`config.mk`:
```
export PLATFORM = sky130hd
export DESIGN_NAME = nearest_ega_palette_remap_unit
export DESIGN_NICKNAME = d
export VERILOG_FILES = /design/src/nepr_pkg.sv /design/src/nepr_cell.sv /design/src/nepr_out.sv /design/src/nearest_ega_palette_remap_unit.sv
export SDC_FILE = /design/constraint.sdc
export NUM_CORES = 2
export LEC_CHECK = 0
export ABC_AREA = 1
export BUFFER_PORTS_ARGS = -buffer_cell sky130_fd_sc_hd__buf_2
export CAP_MARGIN = 20
export CORE_MARGIN = 4
export CORE_UTILIZATION = 50
export CTS_CLUSTER_SIZE = 25
export DETAILED_ROUTE_END_ITERATION = 7
export HOLD_SLACK_MARGIN = 0.02
export PLACE_DENSITY = 0.69
export SETUP_SLACK_MARGIN = 0.1
export SYNTH_ARGS = -nofsm -noshare
export SYNTH_HDL_FRONTEND = slang
export SYNTH_SLANG_ARGS = --single-unit
```
`constraint.sdc`:
```
create_clock -name clk_i -period 9.35 [get_ports clk_i]
set_input_delay 2.805 -clock clk_i [delete_from_list [all_inputs] [get_ports clk_i]]
set_output_delay 2.805 -clock clk_i [all_outputs]
set_load 0.02 [all_outputs]
```
`src/nepr_pkg.sv`:
```
// Shared types, constants and color tables for the nearest EGA palette remap unit.
`default_nettype none

package nepr_pkg;

  // Number of reference colors, one cell each.
  localparam int unsigned NumRefs = 16;
  localparam int unsigned RefIdxW = $clog2(NumRefs);

  // Scaled distance that a reference has to beat; the best starts here.
  localparam int unsigned DistW = 7;
  localparam logic [DistW-1:0] StartBest = 7'h40;

  // Width of an L1 distance over three 8-bit components (at most 765).
  localparam int unsigned SumW = 10;

  // Divide-by-three through a reciprocal: q = (d * 683) >> 11, exact for d < 766.
  localparam int unsigned RecipMul   = 683;
  localparam int unsigned RecipShift = 11;
  localparam int unsigned ProdW      = SumW + 10;

  localparam int unsigned AttrW = 5;

  typedef struct packed {
    logic [7:0] red;
    logic [7:0] green;
    logic [7:0] blue;
  } rgb_t;

  // Word handed from one cell to the next.
  typedef struct packed {
    logic               valid;
    rgb_t               color;
    logic [DistW-1:0]   best_dist;
    logic [RefIdxW-1:0] best_ref;
  } stage_t;

  // Reference colors that the input is matched against.
  function automatic rgb_t ref_rgb(input logic [RefIdxW-1:0] idx);
    rgb_t c;
    unique case (idx)
      4'd0:    c = '{8'd0,   8'd0,   8'd0};
      4'd1:    c = '{8'd0,   8'd0,   8'd170};
      4'd2:    c = '{8'd0,   8'd170, 8'd0};
      4'd3:    c = '{8'd0,   8'd170, 8'd170};
      4'd4:    c = '{8'd170, 8'd0,   8'd0};
      4'd5:    c = '{8'd170, 8'd0,   8'd170};
      4'd6:    c = '{8'd170, 8'd170, 8'd0};
      4'd7:    c = '{8'd170, 8'd170, 8'd170};
      4'd8:    c = '{8'd85,  8'd85,  8'd85};
      4'd9:    c = '{8'd85,  8'd85,  8'd255};
      4'd10:   c = '{8'd85,  8'd255, 8'd85};
      4'd11:   c = '{8'd85,  8'd255, 8'd255};
      4'd12:   c = '{8'd255, 8'd85,  8'd85};
      4'd13:   c = '{8'd255, 8'd85,  8'd255};
      4'd14:   c = '{8'd255, 8'd255, 8'd85};
      default: c = '{8'd255, 8'd255, 8'd255};
    endcase
    return c;
  endfunction

  // Attribute register value for each reference; light green folds onto green.
  function automatic logic [AttrW-1:0] attr_of_ref(input logic [RefIdxW-1:0] idx);
    logic [AttrW-1:0] a;
    unique case (idx)
      4'd0:    a = 5'h00;
      4'd1:    a = 5'h01;
      4'd2:    a = 5'h02;
      4'd3:    a = 5'h03;
      4'd4:    a = 5'h04;
      4'd5:    a = 5'h05;
      4'd6:    a = 5'h06;
      4'd7:    a = 5'h07;
      4'd8:    a = 5'h10;
      4'd9:    a = 5'h11;
      4'd10:   a = 5'h02;
      4'd11:   a = 5'h13;
      4'd12:   a = 5'h14;
      4'd13:   a = 5'h15;
      4'd14:   a = 5'h16;
      default: a = 5'h17;
    endcase
    return a;
  endfunction

  // Default 16-color display palette; index 6 shows brown.
  function automatic rgb_t shown_rgb(input logic [3:0] disp);
    rgb_t c;
    unique case (disp)
      4'd0:    c = '{8'd0,   8'd0,   8'd0};
      4'd1:    c = '{8'd0,   8'd0,   8'd170};
      4'd2:    c = '{8'd0,   8'd170, 8'd0};
      4'd3:    c = '{8'd0,   8'd170, 8'd170};
      4'd4:    c = '{8'd170, 8'd0,   8'd0};
      4'd5:    c = '{8'd170, 8'd0,   8'd170};
      4'd6:    c = '{8'd170, 8'd85,  8'd0};
      4'd7:    c = '{8'd170, 8'd170, 8'd170};
      4'd8:    c = '{8'd85,  8'd85,  8'd85};
      4'd9:    c = '{8'd85,  8'd85,  8'd255};
      4'd10:   c = '{8'd85,  8'd255, 8'd85};
      4'd11:   c = '{8'd85,  8'd255, 8'd255};
      4'd12:   c = '{8'd255, 8'd85,  8'd85};
      4'd13:   c = '{8'd255, 8'd85,  8'd255};
      4'd14:   c = '{8'd255, 8'd255, 8'd85};
      default: c = '{8'd255, 8'd255, 8'd255};
    endcase
    return c;
  endfunction

endpackage

`default_nettype wire

```
`src/nepr_cell.sv`:
```
// One matching cell: compares the passing color against one reference color.
`default_nettype none

module nepr_cell #(
  parameter int unsigned RefIdx = 0
) (
  input  wire logic            clk_i,
  input  wire logic            rst_ni,
  input  wire nepr_pkg::stage_t stage_i,
  output nepr_pkg::stage_t     stage_o
);

  localparam logic [nepr_pkg::RefIdxW-1:0] Idx = nepr_pkg::RefIdxW'(RefIdx);
  localparam nepr_pkg::rgb_t Ref = nepr_pkg::ref_rgb(Idx);

  logic [7:0]                   diff_r, diff_g, diff_b;
  logic [nepr_pkg::SumW-1:0]    l1_sum;
  logic [nepr_pkg::ProdW-1:0]   prod;
  logic [8:0]                   scaled;
  logic                         closer;
  nepr_pkg::stage_t             stage_d;
  logic                         valid_q;
  nepr_pkg::rgb_t               color_q;
  logic [nepr_pkg::DistW-1:0]   best_dist_q;
  logic [nepr_pkg::RefIdxW-1:0] best_ref_q;

  // Absolute component differences and their L1 sum.
  assign diff_r = (stage_i.color.red >= Ref.red) ? stage_i.color.red - Ref.red
                                                 : Ref.red - stage_i.color.red;
  assign diff_g = (stage_i.color.green >= Ref.green) ? stage_i.color.green - Ref.green
                                                     : Ref.green - stage_i.color.green;
  assign diff_b = (stage_i.color.blue >= Ref.blue) ? stage_i.color.blue - Ref.blue
                                                   : Ref.blue - stage_i.color.blue;
  assign l1_sum = nepr_pkg::SumW'(diff_r) + nepr_pkg::SumW'(diff_g)
                + nepr_pkg::SumW'(diff_b);

  // Truncating divide by three through the reciprocal constant.
  assign prod   = nepr_pkg::ProdW'(l1_sum) * nepr_pkg::ProdW'(nepr_pkg::RecipMul);
  assign scaled = prod[nepr_pkg::RecipShift +: 9];

  // Only a strictly smaller distance takes over, so the earlier reference wins ties.
  assign closer = scaled < {2'b00, stage_i.best_dist};

  always_comb begin
    stage_d = stage_i;
    if (closer) begin
      stage_d.best_dist = scaled[nepr_pkg::DistW-1:0];
      stage_d.best_ref  = Idx;
    end
  end

  // Valid bit of the word held by this cell.
  always_ff @(posedge clk_i or negedge rst_ni) begin
    if (!rst_ni) begin
      valid_q <= 1'b0;
    end else begin
      valid_q <= stage_d.valid;
    end
  end

  // Payload of the word held by this cell.
  always_ff @(posedge clk_i) begin
    color_q     <= stage_d.color;
    best_dist_q <= stage_d.best_dist;
    best_ref_q  <= stage_d.best_ref;
  end

  assign stage_o = {valid_q, color_q, best_dist_q, best_ref_q};

endmodule

`default_nettype wire

```
`src/nepr_out.sv`:
```
// Result stage: maps the winning reference to its attribute value and shown color.
`default_nettype none

module nepr_out (
  input  wire logic                          clk_i,
  input  wire logic                          rst_ni,
  input  wire nepr_pkg::stage_t              stage_i,
  output logic                               done_o,
  output logic [nepr_pkg::AttrW-1:0]         atc_value_o,
  output nepr_pkg::rgb_t                     show_o
);

  logic [nepr_pkg::AttrW-1:0] attr;
  logic [3:0]                 disp;
  logic                       done_q;
  logic [nepr_pkg::AttrW-1:0] attr_q;
  nepr_pkg::rgb_t             show_q;

  // Display index takes bits 2:0 of the attribute and moves bit 4 down to bit 3.
  assign attr = nepr_pkg::attr_of_ref(stage_i.best_ref);
  assign disp = {attr[4], attr[2:0]};

  always_ff @(posedge clk_i or negedge rst_ni) begin
    if (!rst_ni) begin
      done_q <= 1'b0;
    end else begin
      done_q <= stage_i.valid;
    end
  end

  always_ff @(posedge clk_i) begin
    attr_q <= attr;
    show_q <= nepr_pkg::shown_rgb(disp);
  end

  assign done_o      = done_q;
  assign atc_value_o = attr_q;
  assign show_o      = show_q;

endmodule

`default_nettype wire

```
`src/nearest_ega_palette_remap_unit.sv`:
```
// Top level of the nearest EGA palette remap unit: a chain of matching cells and a result stage.
`default_nettype none

// Maps an 8-bit RGB color to the nearest of 16 EGA reference colors by L1
// distance divided by three, and returns the attribute register value with the
// default palette color that it shows. A color is accepted on every cycle that
// start_i is high; busy_o is always low. Each color walks through a row of 16
// cells, one reference per cell and one cell per cycle, followed by one result
// register that drives done_o and the result ports, in order, one result per
// accepted color. The receiver cannot stall: done_o and the result ports hold
// for one cycle only.
module nearest_ega_palette_remap_unit (
  input  wire logic       clk_i,
  input  wire logic       rst_ni,
  input  wire logic       start_i,
  output logic            busy_o,
  input  wire logic [7:0] in_red_i,
  input  wire logic [7:0] in_green_i,
  input  wire logic [7:0] in_blue_i,
  output logic            done_o,
  output logic [4:0]      atc_value_o,
  output logic [7:0]      show_red_o,
  output logic [7:0]      show_green_o,
  output logic [7:0]      show_blue_o
);

  nepr_pkg::stage_t chain [0:nepr_pkg::NumRefs];
  nepr_pkg::rgb_t   show;

  // The chain never blocks a new word.
  assign busy_o = 1'b0;

  // Word entering the first cell: best starts at the threshold with reference 0.
  assign chain[0].valid       = start_i;
  assign chain[0].color.red   = in_red_i;
  assign chain[0].color.green = in_green_i;
  assign chain[0].color.blue  = in_blue_i;
  assign chain[0].best_dist   = nepr_pkg::StartBest;
  assign chain[0].best_ref    = '0;

  // One cell per reference color.
  for (genvar k = 0; k < nepr_pkg::NumRefs; k++) begin : g_cell
    nepr_cell #(
      .RefIdx(k)
    ) u_cell (
      .clk_i  (clk_i),
      .rst_ni (rst_ni),
      .stage_i(chain[k]),
      .stage_o(chain[k+1])
    );
  end

  // Attribute and palette lookup, registered onto the result ports.
  nepr_out u_out (
    .clk_i      (clk_i),
    .rst_ni     (rst_ni),
    .stage_i    (chain[nepr_pkg::NumRefs]),
    .done_o     (done_o),
    .atc_value_o(atc_value_o),
    .show_o     (show)
  );

  assign show_red_o   = show.red;
  assign show_green_o = show.green;
  assign show_blue_o  = show.blue;

endmodule

`default_nettype wire
```
==> results.sh <==
export IMPL_status="complete, but fails checks"
export IMPL_violations="DRC"
export IMPL_fill_cells=12130
export IMPL_cts_tree="built"
export IMPL_multi_input_area_sq_um=48640
export IMPL_antenna_found_initial=1
export IMPL_cts_buffers=69
export IMPL_synth_xor_area_share_pct=6.586
export IMPL_cpMostUsedCell="nand2_1"
export IMPL_initial_core_util_pct=50.45
export IMPL_cts_clk_slew_worst_paths_ns=0.06
export IMPL_syn_cell_area_sq_um=65490
export IMPL_synthSimpleGateAreaFrac_pct=18.61
export IMPL_tightest_slew_ns=0.5843
export IMPL_grt_pass1_wl_mm=256.1
export IMPL_timing_final_crit_share_pct=93.26
export IMPL_critPathLaunchType="flop"
export IMPL_cp_required_ns=9.91
export IMPL_clock_skew_ns=0.03120
export IMPL_criticalPathCategory="flop to flop"
export IMPL_viasPerCell=5.142
export IMPL_gp_congestion=0.9099
export IMPL_drc=5
export IMPL_drive_above_1_share_pct=6.208
export IMPL_synth_compound_area_share_pct=10.22
export IMPL_syn2layout_area_growth_pct=9.087
export IMPL_rsz0062_at_grt="true"
export IMPL_synth_cell_types=68
export IMPL_maxCapViolCount=0
export IMPL_cpPeakStageDelay_ns=0.51
export IMPL_min_period_ns=8.720
export IMPL_tns_ns=0
export IMPL_num_vias=54350
export IMPL_finalHoldViolCount=0
export IMPL_rows=132
export IMPL_hold_path_class="flop to flop"
export IMPL_slowest_stage="fa_1"
export IMPL_numClockSinks=537
export IMPL_slew_violations=0
export IMPL_diodes=0
export IMPL_num_io_pins=58
export IMPL_dr_pass1_iters=8
export IMPL_synthMuxAreaShare_pct=0.2159
export IMPL_clock_latency_ns=0.68
export IMPL_dieWidth_um=369.9
export IMPL_synth_seq_cells=537
export IMPL_synthCells=8592
export IMPL_synth_top_flop_cell="dfxtp_1"
export IMPL_postCtsHoldBufs=0
export IMPL_drt_wirelength_per_cell_um=14.42
export IMPL_h_tree_depth=3
export IMPL_async_reset_ff_share_pct=3.166
export IMPL_synth_top_family_by_area="adder cells"
export IMPL_slew_headroom_pct=60.91
export IMPL_syn_avg_cell_area_sq_um=7.622
export IMPL_drt_total_wl_mm=152.4
export IMPL_crit_fanout=8
export IMPL_die_area_sq_um=136800
export IMPL_yosysWarnings=0
export IMPL_seqCellArea_sq_um=10860
export IMPL_clock_root_buffer="clkbuf_16"
export IMPL_synth_edf_count=0
export IMPL_max_freq_ghz=0.1147
export IMPL_hpwlAfterDp_mm=129.0
export IMPL_grt_max_degree=18
export IMPL_drtIter0Drc=2904
export IMPL_ant_nets=0
export IMPL_final_nets=10570
export IMPL_endpoint_kind="flop"
export IMPL_grt_ovfl_total=0
export IMPL_grt_pass1_vias=54300
export IMPL_core_area_sq_um=129800
export IMPL_setup_viol=0
export IMPL_cts_buffer_depth=3
export IMPL_synthAdderAreaFrac_pct=37.79
export IMPL_ys_seq_area_share_pct=16.55
export IMPL_fp_dieH_um=369.9
export IMPL_worstPathArrival_ns=9.28
export IMPL_grtUsageTotal_pct=22.13
export IMPL_numPortBuffers=55
-- per-layer routing --
layer	vias up	share of wire [%]	track usage (%)
met5	-	0	0
met2	1074	47	38.39
met3	287	3.8	2.528
met4	0	3.1	6.781
met1	24910	46	28.83
li1	28080	-	-
-- layout by cell type, fill, tap and decap left out, types with 45 or more instances in the layout --
cell type  count
nand3_1      365
xor2_1       321
dfxtp_1      500
a21oi_1      577
buf_2         55
nand4_1      118
a21o_1        45
clkbuf_16     70
nor3_1        47
fa_1         349
buf_4         93
nand2_1     1752
o21bai_1      75
inv_1       1637
o21ai_0      315
o21ai_1       60
xnor2_1      115
nor2_1       421
ha_1        1404
-- final timing paths --
check / cells after the start / endpoint / slack, ns / startpoint
setup reg to reg: 51 / g_cell[10].u_cell.best_dist_q[0]$_DFF_P_ / 0.63 / g_cell[9].u_cell.stage_o[28]$_DFF_P_
hold / removal: 0 / g_cell[1].u_cell.valid_q$_DFF_PN0_ / 0.34 / g_cell[0].u_cell.valid_q$_DFF_PN0_
hold reg to reg: 0 / g_cell[1].u_cell.valid_q$_DFF_PN0_ / 0.34 / g_cell[0].u_cell.valid_q$_DFF_PN0_
max in group asynchronous: 1 / g_cell[3].u_cell.valid_q$_DFF_PN0_ / 7.01 / rst_ni
setup / recovery: 51 / g_cell[10].u_cell.best_dist_q[0]$_DFF_P_ / 0.63 / g_cell[9].u_cell.stage_o[28]$_DFF_P_
min in group asynchronous: 1 / g_cell[12].u_cell.valid_q$_DFF_PN0_ / 2.04 / rst_ni
-- cell type report --
class                   instances  share of cell area [%]
well taps                    1742                   3.051
clock buffers                  82                   2.613
multi-input cells            6342                   68.09
clock inverters                45                  0.8897
repair buffers                148                   1.363
inverters                    1673                   8.791
flip-flops and latches        537                   15.20
-- state kept, by name, summed over array words and instances, names as in the netlist --
signal and cells:
u_out.attr 4, u_out.atc_value_o 1, u_out.show_o 5, g_cell.u_cell.valid_q 16, g_cell.u_cell.best_dist_q 105, g_cell.u_cell.stage_o 360, u_out.done_o 1, g_cell.u_cell.best_ref_q 45
-- stage by stage --
step / area, sq um / util, % / hold WS (ns) / instances / setup slack [ns]
after floorplan: 65490 / - / 0.3258 / 8593 / 0.9054
after global placement: 68000 / 52.38 / 0.3313 / 10390 / 0.1373
after detailed placement: 68000 / 52.38 / 0.3363 / 10390 / 0.05809
after CTS: 70520 / 54.32 / 0.3483 / 10520 / 0.1064
after global routing: 71440 / 55.03 / 0.3591 / 10570 / -0.01882
final: 71440 / 55.03 / 0.3445 / 10570 / 0.6299
-- Yosys cell counts, types with 18 or more instances --
cell      number  area (sq um)
nand2_1     1764          6621
nand3_1      370          1852
o21ai_1       58         290.3
nor3_1        48         240.2
xnor2_1      118          1033
nand2_2       30         187.7
xor2_1       331          2899
o21bai_1      76         570.6
o21ai_0      328          1642
a21oi_1      591          2958
inv_1       1646          6178
a211oi_1      22         165.2
inv_2         26         97.59
or2_2         18         112.6
ha_1        1418         17740
fa_1         350          7007
nand4_1      118         738.2
dfxtp_1      520         10410
buf_4         26         195.2
a21o_1        45         337.8
nor2_1       430          1614
-- worst max-delay path, delay by kind of cell, from the launching register on --
family,cells,cell delay [ns]
and+or+nand+nor,23,2.52
AOI/OAI and AO/OA,7,0.98
xor gates and xnor gates,3,0.60
DFF,1,0.39
buffers and inverters,9,0.79
adders and majority gates,9,3.35
-- kinds of logic (layout without fill, tap and decap cells) --
kind of cell               Yosys count  count (layout)
buffers and inverters             1717            1948
DFF                                537             537
adders and majority gates         1768            1768
xor gates and xnor gates           471             471
other                                1               2
AOI/OAI and AO/OA                 1209            1209
and+or+nand+nor                   2875            2878
muxes                               14              14
-- repair_timing --
item / in CTS / in global routing
gates cloned: 0 / 3
setup endpoints to repair: 15 / 128
resized for setup: 3 / 142
setup buffers: 0 / 47
pin swaps: 0 / 36
Power is not shown: default switching activity piles up to over one toggle a cycle in this logic, so the estimate is an artifact.
